<file path="src/sv/ksc_pkg.sv">
// ============================================================================
// ksc_pkg
// Shared types and constants for the keypad scan and trigger control block.
// ============================================================================
package ksc_pkg;

    // Key map geometry, fixed by the widths of the level and map words.
    localparam int SINGLE_KEYS = 4;
    localparam int MATRIX_ROWS = 5;
    localparam int MATRIX_COLS = 4;
    localparam int MATRIX_KEYS = MATRIX_ROWS * MATRIX_COLS;
    localparam int MAP_W       = SINGLE_KEYS + MATRIX_KEYS;

    // Map positions of the mode combination and of the scan keys.
    localparam int COMBO_A_BIT   = 3;
    localparam int COMBO_B_BIT   = 5;
    localparam int SCAN_KEY_LO   = 1;
    localparam int SCAN_KEY_HI   = 3;

    // Configuration register indexes.
    localparam int CFG_IDX_W = 3;
    localparam logic [CFG_IDX_W-1:0] CFG_SINGLE_POL   = 3'd0;
    localparam logic [CFG_IDX_W-1:0] CFG_MATRIX_LEVEL = 3'd1;
    localparam logic [CFG_IDX_W-1:0] CFG_HOLD_CLEAR   = 3'd2;
    localparam logic [CFG_IDX_W-1:0] CFG_MANUAL_PULSE = 3'd3;
    localparam logic [CFG_IDX_W-1:0] CFG_AUTO_OFF     = 3'd4;
    localparam logic [CFG_IDX_W-1:0] CFG_AUTO_TIMEOUT = 3'd5;
    localparam int CFG_DATA_W = 31;

    // Reset values of the configuration registers.
    localparam logic [3:0]  RST_SINGLE_POL   = 4'd1;
    localparam logic        RST_MATRIX_LEVEL = 1'b0;
    localparam logic        RST_HOLD_CLEAR   = 1'b0;
    localparam logic [9:0]  RST_MANUAL_PULSE = 10'd300;
    localparam logic [9:0]  RST_AUTO_OFF     = 10'd50;
    localparam logic [30:0] RST_AUTO_TIMEOUT = 31'd12000;

    typedef enum logic [1:0] {
        AUTO_OFF   = 2'd0,
        AUTO_RUN   = 2'd1,
        AUTO_ENTER = 2'd2,
        AUTO_LEAVE = 2'd3
    } auto_mode_t;

    typedef struct packed {
        logic [3:0]  single_pol;
        logic        matrix_level;
        logic        hold_clear;
        logic [9:0]  manual_pulse;
        logic [9:0]  auto_off;
        logic [30:0] auto_timeout;
    } cfg_t;

    typedef struct packed {
        auto_mode_t         auto_state;
        logic               aim_active;
        logic signed [10:0] countdown;
        logic [31:0]        last_read;
        logic               trigger;
    } ctl_state_t;

endpackage

</file>
<file path="src/sv/ksc_step.sv">
// ============================================================================
// ksc_step
// Combinational step: builds the key map and the next trigger control state.
// ============================================================================
module ksc_step
    import ksc_pkg::*;
(
    input  cfg_t                     cfg,
    input  ctl_state_t               cur,
    input  logic                     action,
    input  logic [3:0]               single_key_levels,
    input  logic [19:0]              matrix_levels,
    input  logic                     scan_allowed,
    input  logic [31:0]              now_time,
    output ctl_state_t               nxt,
    output logic [MAP_W-1:0]         key_status
);

    always_comb begin
        logic [MAP_W-1:0]       map;
        logic [SINGLE_KEYS-1:0] singles;
        logic [MATRIX_KEYS-1:0] mat;
        logic [31:0]            elapsed;
        logic                   scan_key;
        logic                   was_entering;
        logic signed [10:0]     off_s;

        nxt     = cur;
        singles = ~(single_key_levels ^ cfg.single_pol);
        mat     = cfg.matrix_level ? matrix_levels : ~matrix_levels;
        map     = '0;
        elapsed = now_time - cur.last_read;
        off_s   = $signed({1'b0, cfg.auto_off});
        scan_key     = 1'b0;
        was_entering = 1'b0;

        if (action) begin
            // Successful read reported by the decoder.
            if (cur.auto_state == AUTO_RUN) begin
                nxt.trigger   = 1'b0;
                nxt.countdown = off_s;
                nxt.last_read = now_time;
            end else if (cfg.hold_clear) begin
                nxt.trigger   = 1'b0;
                nxt.countdown = -11'sd1;
            end
        end else begin
            map = {mat, singles};

            // The mode combination toggles auto-scan; its second key is hidden.
            if (map[COMBO_A_BIT] && map[COMBO_B_BIT]) begin
                if (nxt.auto_state == AUTO_OFF) begin
                    nxt.aim_active = 1'b0;
                    nxt.auto_state = AUTO_ENTER;
                    nxt.countdown  = '0;
                    nxt.trigger    = 1'b1;
                end else if (nxt.auto_state == AUTO_RUN) begin
                    nxt.auto_state = AUTO_LEAVE;
                end
                map[COMBO_B_BIT] = 1'b0;
            end

            if (nxt.auto_state == AUTO_RUN && elapsed >= {1'b0, cfg.auto_timeout}) begin
                nxt.auto_state = AUTO_LEAVE;
            end

            if (scan_allowed) begin
                scan_key     = |map[SCAN_KEY_HI:SCAN_KEY_LO];
                was_entering = (nxt.auto_state == AUTO_ENTER);

                if (nxt.auto_state == AUTO_OFF) begin
                    if (!nxt.aim_active && scan_key) begin
                        nxt.trigger    = 1'b1;
                        nxt.countdown  = (nxt.countdown == 11'sd0)
                                         ? $signed({1'b0, cfg.manual_pulse})
                                         : nxt.countdown - 11'sd1;
                        nxt.aim_active = 1'b1;
                    end else if (nxt.aim_active && !scan_key &&
                                 (!cfg.hold_clear || nxt.countdown == -11'sd1)) begin
                        nxt.trigger    = 1'b0;
                        nxt.aim_active = 1'b0;
                        nxt.countdown  = '0;
                    end else begin
                        if (nxt.countdown > 11'sd0) begin
                            nxt.countdown = nxt.countdown - 11'sd1;
                        end
                        if (nxt.aim_active && nxt.countdown == 11'sd0) begin
                            nxt.trigger    = 1'b0;
                            nxt.aim_active = 1'b0;
                        end
                    end
                end else if (nxt.auto_state == AUTO_ENTER && !scan_key) begin
                    nxt.auto_state = AUTO_RUN;
                end else if (nxt.auto_state == AUTO_LEAVE && !scan_key) begin
                    nxt.auto_state = AUTO_OFF;
                    nxt.trigger    = 1'b0;
                    nxt.aim_active = 1'b0;
                    nxt.countdown  = '0;
                end else if (nxt.auto_state == AUTO_RUN) begin
                    if (nxt.countdown == 11'sd0) begin
                        nxt.countdown  = $signed({1'b0, cfg.manual_pulse});
                        nxt.aim_active = 1'b0;
                    end else begin
                        if (nxt.countdown > 11'sd0) begin
                            nxt.countdown = nxt.countdown - 11'sd1;
                        end
                        if (!nxt.aim_active && nxt.countdown >= off_s) begin
                            nxt.trigger    = 1'b1;
                            nxt.aim_active = 1'b1;
                        end else if (nxt.aim_active && nxt.countdown < off_s) begin
                            nxt.trigger    = 1'b0;
                            nxt.aim_active = 1'b0;
                        end
                    end
                end

                // Entering auto-scan starts the idle timer.
                if (was_entering && nxt.auto_state == AUTO_RUN) begin
                    nxt.last_read = now_time;
                end
            end
        end

        key_status = map;
    end

endmodule

</file>
<file path="src/sv/keypad_scan_trigger_control_top.sv">
// ============================================================================
// keypad_scan_trigger_control_top
// Path: an accepted word is held in the input register, then in the result register.
// Throughput: one word per cycle unless m_ready stalls; the state updates in one step.
// Reset: synchronous active-low aresetn clears the pipeline, the trigger state
// and loads the register defaults; there is no clearing pass.
// ============================================================================
module keypad_scan_trigger_control_top
    import ksc_pkg::*;
(
    input  logic                  aclk,
    input  logic                  aresetn,

    input  logic                  cfg_valid,
    output logic                  cfg_ready,
    input  logic [CFG_IDX_W-1:0]  cfg_index,
    input  logic [CFG_DATA_W-1:0] cfg_data,

    input  logic                  s_valid,
    output logic                  s_ready,
    input  logic                  s_action,
    input  logic [3:0]            s_single_key_levels,
    input  logic [19:0]           s_matrix_levels,
    input  logic                  s_scan_allowed,
    input  logic [31:0]           s_now_time,

    output logic                  m_valid,
    input  logic                  m_ready,
    output logic [MAP_W-1:0]      m_key_status,
    output logic                  m_trigger_on,
    output logic [1:0]            m_auto_mode
);

    // The block is a two-register pipeline. Each accepted word is captured in
    // the input register; the step logic evaluates it against the controller
    // state, which is updated in the same edge that loads the result register.
    // The result register and the input register are separate, so a new word
    // can be taken while a finished result still waits on m_ready.

    cfg_t       cfg_reg;
    ctl_state_t state_reg;
    ctl_state_t state_next;

    logic        in_valid_reg;
    logic        in_action_reg;
    logic [3:0]  in_single_reg;
    logic [19:0] in_matrix_reg;
    logic        in_allowed_reg;
    logic [31:0] in_now_reg;

    logic             out_valid_reg;
    logic [MAP_W-1:0] out_status_reg;
    logic             out_trigger_reg;
    logic [1:0]       out_mode_reg;

    logic [MAP_W-1:0] status_next;
    logic             advance;

    // A word moves into the result register when the result slot is free or
    // is being emptied in this same cycle.
    assign advance   = in_valid_reg && (!out_valid_reg || m_ready);
    assign s_ready   = !in_valid_reg || advance;
    assign cfg_ready = 1'b1;

    assign m_valid      = out_valid_reg;
    assign m_key_status = out_status_reg;
    assign m_trigger_on = out_trigger_reg;
    assign m_auto_mode  = out_mode_reg;

    // Configuration registers. Writes to an index beyond the list are dropped.
    always_ff @(posedge aclk) begin
        if (!aresetn) begin
            cfg_reg.single_pol   <= RST_SINGLE_POL;
            cfg_reg.matrix_level <= RST_MATRIX_LEVEL;
            cfg_reg.hold_clear   <= RST_HOLD_CLEAR;
            cfg_reg.manual_pulse <= RST_MANUAL_PULSE;
            cfg_reg.auto_off     <= RST_AUTO_OFF;
            cfg_reg.auto_timeout <= RST_AUTO_TIMEOUT;
        end else if (cfg_valid && cfg_ready) begin
            case (cfg_index)
                CFG_SINGLE_POL:   cfg_reg.single_pol   <= cfg_data[3:0];
                CFG_MATRIX_LEVEL: cfg_reg.matrix_level <= cfg_data[0];
                CFG_HOLD_CLEAR:   cfg_reg.hold_clear   <= cfg_data[0];
                CFG_MANUAL_PULSE: cfg_reg.manual_pulse <= cfg_data[9:0];
                CFG_AUTO_OFF:     cfg_reg.auto_off     <= cfg_data[9:0];
                CFG_AUTO_TIMEOUT: cfg_reg.auto_timeout <= cfg_data[30:0];
                default: begin
                end
            endcase
        end
    end

    // Input register: payload needs no reset, only its valid flag does.
    always_ff @(posedge aclk) begin
        if (!aresetn) begin
            in_valid_reg <= 1'b0;
        end else if (s_ready) begin
            in_valid_reg <= s_valid;
        end
    end

    always_ff @(posedge aclk) begin
        if (s_valid && s_ready) begin
            in_action_reg  <= s_action;
            in_single_reg  <= s_single_key_levels;
            in_matrix_reg  <= s_matrix_levels;
            in_allowed_reg <= s_scan_allowed;
            in_now_reg     <= s_now_time;
        end
    end

    ksc_step u_step (
        .cfg               (cfg_reg),
        .cur               (state_reg),
        .action            (in_action_reg),
        .single_key_levels (in_single_reg),
        .matrix_levels     (in_matrix_reg),
        .scan_allowed      (in_allowed_reg),
        .now_time          (in_now_reg),
        .nxt               (state_next),
        .key_status        (status_next)
    );

    // Controller state and the result valid flag.
    always_ff @(posedge aclk) begin
        if (!aresetn) begin
            state_reg.auto_state <= AUTO_OFF;
            state_reg.aim_active <= 1'b0;
            state_reg.countdown  <= '0;
            state_reg.last_read  <= '0;
            state_reg.trigger    <= 1'b0;
            out_valid_reg        <= 1'b0;
        end else begin
            if (advance) begin
                state_reg <= state_next;
            end
            if (advance) begin
                out_valid_reg <= 1'b1;
            end else if (m_ready) begin
                out_valid_reg <= 1'b0;
            end
        end
    end

    // Result payload, loaded together with the state update.
    always_ff @(posedge aclk) begin
        if (advance) begin
            out_status_reg  <= status_next;
            out_trigger_reg <= state_next.trigger;
            out_mode_reg    <= state_next.auto_state;
        end
    end

endmodule

</file>
<file path="config.mk">
export PLATFORM = sky130hd
export DESIGN_NAME = keypad_scan_trigger_control_top
export DESIGN_NICKNAME = d
export VERILOG_FILES = /design/src/sv/ksc_pkg.sv /design/src/sv/ksc_step.sv /design/src/sv/keypad_scan_trigger_control_top.sv
export SDC_FILE = /design/constraint.sdc
export NUM_CORES = 1
export LEC_CHECK = 0
export ABC_AREA = 1
export ABC_CLOCK_PERIOD_IN_PS = 6500
export BUFFER_PORTS_ARGS = -buffer_cell sky130_fd_sc_hd__clkbuf_2
export CAP_MARGIN = 10
export CORE_MARGIN = 2
export CORE_UTILIZATION = 40
export DETAILED_ROUTE_END_ITERATION = 10
export GPL_ROUTABILITY_DRIVEN = 0
export PLACE_DENSITY = 0.54
export SYNTH_ARGS = -nofsm -noshare
export SYNTH_HDL_FRONTEND = slang
export SYNTH_SLANG_ARGS = --single-unit
</file>
<file path="constraint.sdc">
create_clock -name aclk -period 6.5 [get_ports aclk]
set_clock_uncertainty 0.2 [all_clocks]
set_input_delay 0.65 -clock aclk [delete_from_list [all_inputs] [get_ports aclk]]
set_output_delay 0.65 -clock aclk [all_outputs]
set_load 0.01 [all_outputs]
</file>
==> summary.txt, run 1 <==
Clocking
  – Post-CTS sizing: 0
  – Postcts setup bufs: 0
  – Root buf cell: clkbuf_16
  – Sink Count: 191
  – CTS clk-pin slew, worst paths: 90 ps
  – # hold bufs at CTS: 0
  – CTS max path bufs: 2
  – CTS tree: done
  – Clock Latency Late Sink: 450 ps
  – CTS Buf Count: 17
  – H-tree depth: 4

Placement
  – Pre-CTS WS: 1120 ps
  – IO buf count: 125
  – Post-DP HPWL: 20000 microns

Final layout
  – Area grow syn2layout: 14.7%
  – Final Util: 0.470
  – N_diodes: 0
  – Fill count: 2615
  – Share of layout cells above drive strength 1: 0.127
  – Number of flip-flops in the largest register: 57
  – Final #Nets: 1625

Timing
  – Max frequency: 187 MHz
  – Worst setup margin: 1140 ps
  – TNS Setup: 0 ps
  – RSZ-0062 raised after global routing: no
  – Minimum clock period: 5360 ps
  – Final Hold Viols: 0
  – Fin crit share: 0.824
  – Final setup viols: 0
  – Relative slew slack: 0.131
  – Worst slew pin tran: 1300 ps
  – Final Max Slew Viols: 0
  – WHS: 168 ps

Worst setup path
  – Critical R2R Launch: in_now_reg[0]
  – Worst Setup SP: in_now_reg[0]
  – Critical Path End Type: register
  – Slowest-stage cell, CP: a2111oi_0
  – Req. time, crit path: 6670 ps
  – WP buf/inv: 3
  – CP arrival: 5530 ps
  – Worst reg-to-reg setup slack: 1140 ps
  – Worst Path Max Fanout: 11
  – FF-to-FF path depth: 29
  – Startpoint class of the critical path: register
  – Crit path to: state_reg[41]
  – Critical Path Most Common Cell: nand2_1
  – Levels on crit path: 29
  – CP max stage delay: 500 ps
  – Crit Reg-Reg Endpoint: state_reg[41]
  – CP Class: register to register
  – Worst path top cell family by delay: compound AO/OA/AOI/OAI gates

Yosys
  – Flops & latches, synth: 191
  – Most numerous cell in the Yosys netlist: nand2_1
  – Asr flop ratio synth: 0
  – YS warnings: 0
  – Post-Syn Area: 10700 sq um
  – Largest cells by area after synthesis: edfxtp_1 24%, dfxtp_1 20%, ha_1 8.6%
  – Share of the synthesized area in the top cell type: 0.238
  – Area leader, netlist: edfxtp_1
  – Syn avg cell area: 7.98 sq um
  – Post-synth EDFFs: 85
  – Prevailing post-synth register cell: dfxtp_1
  – Syn nets: 1518
  – Synth unique cells: 45
  – Post-synthesis sequential area ratio: 0.435
  – Cells after synthesis: 1346
  – Synth top cells by count: 229 x nand2_1, 173 x inv_1, 154 x a21oi_1

Die
  – Die area: 28200 sq um
  – Die outline height: 168 microns
  – Initial Utilization: 0.410
  – Row count: 59
  – Die width: 168 microns
  – IO Pins: 127
  – CORE AREA: 26200 sq um

Routing
  – Routed wl met2: 12800 microns
  – Avg WL per Cell: 15.3 microns
  – 1st-iter DRT viols: 630
  – Via count: 9114
  – Number of remaining DRC errors: 0
  – Wire length on met1: 13100 microns
  – DRT antenna net count: 0
  – Top sig layer: met4
  – Routed WL: 27600 microns
  – 1st-pass router iterations: 6
  – Vias/cell: 5.06
  – DR WL met3: 1270 microns

Power and ir drop
  – Combinational power share: 0.231
  – Total design power: 3.22 mW
  – Sequential share of power: 0.418
  – Clock share of power: 0.351
  – Switch share: 0.339
  – Net Sw Power: 1.09 mW
  – Internal: 2.13 mW
  – Leak: 5.44 nW
  – Pwr dens: 261 nW/um^2
  – Maximum VDD drop: 0.128 mV

Global route
  – Overall Global Routing Usage: 0.197
  – Pin count of the biggest net entering global routing: 94
  – Global route overflow: 0
  – First-pass GRT wire length: 44600 microns
  – Vias in the first global route: 8767
  – Initial antenna violation count: 0

Flow run
  – Max cap viols: 0

Status
  – Status: finished clean

Hold path
  – Hold Crit Class: input pin to register
## cell usage in the layout (no fill, tap or decap), types with 4 or more instances in the layout
master     count
nand2_1      228
inv_1        172
a21oi_1      154
o21ai_0      152
clkbuf_2     125
nor2_1       110
dfxtp_1      106
edfxtp_1      85
ha_1          74
nand3_1       56
xor2_1        45
clkbuf_16     17
o21a_1        12
nor3_1        12
xnor2_1       11
o21ai_1       10
o211ai_1      10
buf_4         10
nand4_1        8
a31oi_1        7
inv_8          5
a21o_1         4
inv_2          4
o31ai_1        4
inv_12         4
## metal layers
layer / vias up / global-route usage
met4: 0 / 0.0586
met3: 29 / 0.0353
li1: 4723 / -
met1: 4143 / 0.260
met5: - / 0
met2: 219 / 0.332
## stage by stage
| stage | area (sq um) | std cells |
|---|---|---|
| final | 12300 | 1801 |
| after global routing | 12300 | 1801 |
| after CTS | 12300 | 1801 |
| after detailed placement | 11700 | 1769 |
| after global placement | 11700 | 1769 |
| after floorplan | 10700 | 1346 |
## final cells by class
| cell class | instances | area [sq um] | area share |
|---|---|---|---|
| clock inverter | 15 | 208 | 0.0169 |
| multi-input combinational | 932 | 5230 | 0.425 |
| clock buffer | 17 | 425 | 0.0345 |
| inverter | 176 | 661 | 0.0536 |
| tap | 335 | 419 | 0.0340 |
| timing repair buffer | 135 | 701 | 0.0569 |
| sequential | 191 | 4670 | 0.379 |
## worst reg2reg max path, delay by kind of cell (launching register included)
kind	cells	cell delay, ps
AOI/OAI and AO/OA	9	1940
xor gates and xnor gates	1	160
adders and majority gates	3	810
buffers and inverters	3	200
DFF	1	360
and+or+nand+nor	13	1620
## logic make-up (layout without fill, tap and decap cells)
family | Yosys count | count (layout) | synth area share
AO/OA/AOI/OAI | 366 | 366 | 0.183
XOR/XNOR | 56 | 56 | 0.0456
buffers and inverters | 223 | 343 | 0.0789
AND/OR/NAND/NOR | 434 | 434 | 0.169
adder cells (fa/ha/maj) | 75 | 75 | 0.0880
other | 1 | 1 | 0.000349
flip-flops | 191 | 191 | 0.435
## worst min path at each step
stage	slack, ps	end	startpoint	cells past startpoint
2_1_floorplan	230	cfg_reg[49]	cfg_reg[49]	2
3_3_place_gp	250	state_reg[16]	state_reg[16]	2
3_5_place_dp	250	state_reg[29]	state_reg[29]	2
5_1_grt	150	in_now_reg[21]	s_now_time[21]	1
6_report	170	in_now_reg[21]	s_now_time[21]	1
4_1_cts	150	in_matrix_reg[10]	s_matrix_levels[10]	1
## power groups by stage
stage / combinational (mW) / clock (mW) / sequential (mW)
2_1_floorplan: 0.530 / 0 / 1.37
3_3_place_gp: 0.735 / 0 / 1.37
3_5_place_dp: 0.737 / 0 / 1.37
4_1_cts: 0.743 / 1.16 / 1.34
5_1_grt: 0.852 / 1.21 / 1.35
6_report: 0.744 / 1.13 / 1.34
No activity file was read; power rests on OpenSTA's default activity.
==> inputs of run 2 (changes only) <==
--- a/config.mk
+++ b/config.mk
@@ -5,15 +5,15 @@
 export SDC_FILE = /design/constraint.sdc
 export NUM_CORES = 1
 export LEC_CHECK = 0
-export ABC_AREA = 1
-export ABC_CLOCK_PERIOD_IN_PS = 6500
+export ABC_AREA = 0
+export ABC_CLOCK_PERIOD_IN_PS = 4600
 export BUFFER_PORTS_ARGS = -buffer_cell sky130_fd_sc_hd__clkbuf_2
 export CAP_MARGIN = 10
 export CORE_MARGIN = 2
 export CORE_UTILIZATION = 40
 export DETAILED_ROUTE_END_ITERATION = 10
 export GPL_ROUTABILITY_DRIVEN = 0
-export PLACE_DENSITY = 0.54
+export PLACE_DENSITY = 0.56
 export SYNTH_ARGS = -nofsm -noshare
 export SYNTH_HDL_FRONTEND = slang
 export SYNTH_SLANG_ARGS = --single-unit
==> constraint.sdc (replaced) <==
create_clock -name aclk -period 4.6 [get_ports aclk]
set_clock_uncertainty 0.2 [all_clocks]
set_input_delay 0.46 -clock aclk [delete_from_list [all_inputs] [get_ports aclk]]
set_output_delay 0.46 -clock aclk [all_outputs]
set_load 0.01 [all_outputs]
==> summary.txt, run 2 <==
Global route
  – Vias in the first global route: 9639
  – Met2 Use GR: 0.366
  – Global route overflow: 0
  – Met1 usage in global routing: 0.278
  – First-pass GRT wire length: 49200 microns
  – Overall Global Routing Usage: 0.214
  – Pin count of the biggest net entering global routing: 38
  – Busiest grt layer: met2
  – Initial antenna violation count: 4
  – GR Layer Usage met3: 0.0382

Yosys
  – Area leader, netlist: edfxtp_1
  – Syn nets: 1443
  – Synth top cells by count: 226 x nand2_1, 137 x a21oi_1, 106 x dfxtp_1
  – Most numerous cell in the Yosys netlist: nand2_1
  – Synth unique cells: 76
  – Syn avg cell area: 8.62 sq um
  – YS warnings: 0
  – Share of the synthesized area in the top cell type: 0.233
  – Flops & latches, synth: 191
  – Post-Syn Area: 11000 sq um
  – Post-synth EDFFs: 85
  – Prevailing post-synth register cell: dfxtp_1
  – Asr flop ratio synth: 0
  – Largest cells by area after synthesis: edfxtp_1 23%, dfxtp_1 19%, ha_1 8.5%
  – Post-synthesis sequential area ratio: 0.427
  – Cells after synthesis: 1271

Worst setup path
  – Worst Setup SP: in_now_reg[0]
  – Worst Path Max Fanout: 3
  – Startpoint class of the critical path: register
  – FF-to-FF path depth: 24
  – CP arrival: 5500 ps
  – Worst reg-to-reg setup slack: -720 ps
  – Critical Path End Type: register
  – CP Class: register to register
  – Crit Reg-Reg Endpoint: state_reg[33]
  – Req. time, crit path: 4780 ps
  – Critical R2R Launch: in_now_reg[0]

Final layout
  – Area grow syn2layout: 30.4%
  – Final Util: 0.530
  – Commonest non-fill, non-tap cell in the layout: nand2_1
  – Most frequent cells in the layout: 226 x nand2_1, 131 x buf_4, 126 x a21oi_1, 125 x clkbuf_2, 106 x dfxtp_1
  – Number of flip-flops in the largest register: 57
  – Share of layout cells above drive strength 1: 0.229
  – Fill count: 2468
  – Final #Nets: 1711

Power and ir drop
  – Maximum VDD drop: 0.197 mV
  – Leak: 5.77 nW
  – Pwr dens: 322 nW/um^2

Timing
  – Final Hold Viols: 0
  – Final Max Slew Viols: 0
  – Final setup viols: 18
  – RSZ-0062 raised after global routing: yes
  – Worst slew pin tran: 1440 ps
  – Worst setup margin: -721 ps
  – Max frequency: 188 MHz
  – Minimum clock period: 5320 ps
  – TNS Setup: -8880 ps
  – Relative slew slack: 0.0308
  – Fin crit share: 1.16

Clocking
  – CTS tree: done
  – H-tree depth: 4
  – CTS clk-pin slew, worst paths: 90 ps
  – CTS Buf Count: 17
  – Sink Count: 191
  – Root buf cell: clkbuf_16
  – Clock Latency Late Sink: 450 ps
  – CTS max path bufs: 2

Placement
  – IO buf count: 125
  – Pre-CTS WS: -724 ps
  – Post-DP HPWL: 22000 microns

Die
  – Row count: 60
  – Initial Utilization: 0.406
  – CORE AREA: 27000 sq um
  – IO Pins: 127
  – Die outline height: 169 microns
  – Die area: 28700 sq um
  – Die width: 169 microns

Routing
  – Number of remaining DRC errors: 0
  – Via count: 9948
  – 1st-pass router iterations: 5
  – DRT antenna net count: 0
  – Routed WL: 30600 microns
  – Avg WL per Cell: 16.2 microns
  – 1st-iter DRT viols: 632
  – Vias/cell: 5.25

Hold path
  – Hold wc startpoint: cfg_data[16]
  – Hold depth: 3
  – Hold Crit Class: input pin to register
  – WHS Endpoint: cfg_reg[16]

Status
  – Violated checks: setup timing
  – Status: finished with violations

Flow run
  – Max cap viols: 0
==> run 2: cell count changes after synthesis, moves of 18 or more <==
cell / previous run / this run
inv_1: 173 / 83
o21ai_0: 152 / 59
nor2_1: 111 / 89
a21o_1: 4 / 22
nand3_1: 56 / 24
clkbuf_1: 41 / 59
==> run 2: power breakdown <==
part | switching (mW) | leakage [nW] | internal, mW
clock | 0.842 | 0.311 | 0.770
sequential | 0.0496 | 1.68 | 1.85
combinational | 0.600 | 3.78 | 0.499
==> run 2: final cells by class <==
type | count | area (sq um) | share of cell area
multi-input combinational | 926 | 5970 | 0.418
antenna | 2 | 5.00 | 0.000350
tap | 341 | 427 | 0.0299
inverter | 85 | 319 | 0.0223
clock buffer | 17 | 425 | 0.0298
timing repair buffer | 318 | 2240 | 0.157
sequential | 191 | 4670 | 0.327
clock inverter | 15 | 223 | 0.0156
==> run 2: through the flow <==
| step | cells | area [sq um] | power [mW] | hold WS (ps) |
|---|---|---|---|---|
| final | 1895 | 14300 | 4.61 | 29.2 |
| after global routing | 1893 | 14300 | 4.82 | 24.4 |
| after CTS | 1889 | 14200 | 4.61 | 18.7 |
| after detailed placement | 1780 | 12700 | 2.93 | 246 |
| after global placement | 1780 | 12700 | 2.92 | 242 |
| after floorplan | 1271 | 11100 | 2.57 | 236 |
==> run 2: cells by family after synthesis <==
logic type	synth area share
AND/OR/NAND/NOR	0.178
AO/OA/AOI/OAI	0.197
flip-flops	0.427
buffers and inverters	0.0533
adder cells (fa/ha/maj)	0.0863
XOR/XNOR	0.0496
multiplexers	0.00925
other	0.000342
==> run 2: metal layers <==
metal  routed length, microns  vias up  share of wire
li1                         -     4995              -
met2                    14800      295           0.48
met5                       23        -        0.00075
met4                      547        4          0.018
met1                    13800     4605           0.45
met3                     1510       49          0.049
==> run 2: worst max-delay path by stage <==
stage          cells after the start  slack (ps)            end
2_1_floorplan                     24        -410  state_reg[33]
3_3_place_gp                      24        -600  state_reg[33]
3_5_place_dp                      24        -720  state_reg[33]
4_1_cts                           24        -710  state_reg[33]
5_1_grt                           24        -940  state_reg[33]
6_report                          24        -720  state_reg[33]
==> run 2: repair_timing <==
item	in CTS	in global routing
setup endpoints to repair	18	18
hold buffers	57	0
pin swaps	15	10
hold endpoints to repair	57	0
buffers inserted	20	4
resized for setup	29	22
==> run 2: worst max-delay path, cell delays in order (launching register included) <==
cell	delay (ps)
edfxtp_1	410
inv_1	80
ha_2	180
inv_2	40
fa_2	330
a21o_1	170
a21oi_2	130
o21bai_1	100
a211o_1	330
a31oi_4	200
o21ai_2	90
a311o_1	350
a31o_2	250
a21oi_2	140
xnor2_1	130
ha_1	290
a21oi_2	130
nand2_1	70
a21oi_2	160
o21ai_4	110
a2111oi_4	250
nor2_2	100
or4_1	480
a2111o_1	370
a31oi_1	160
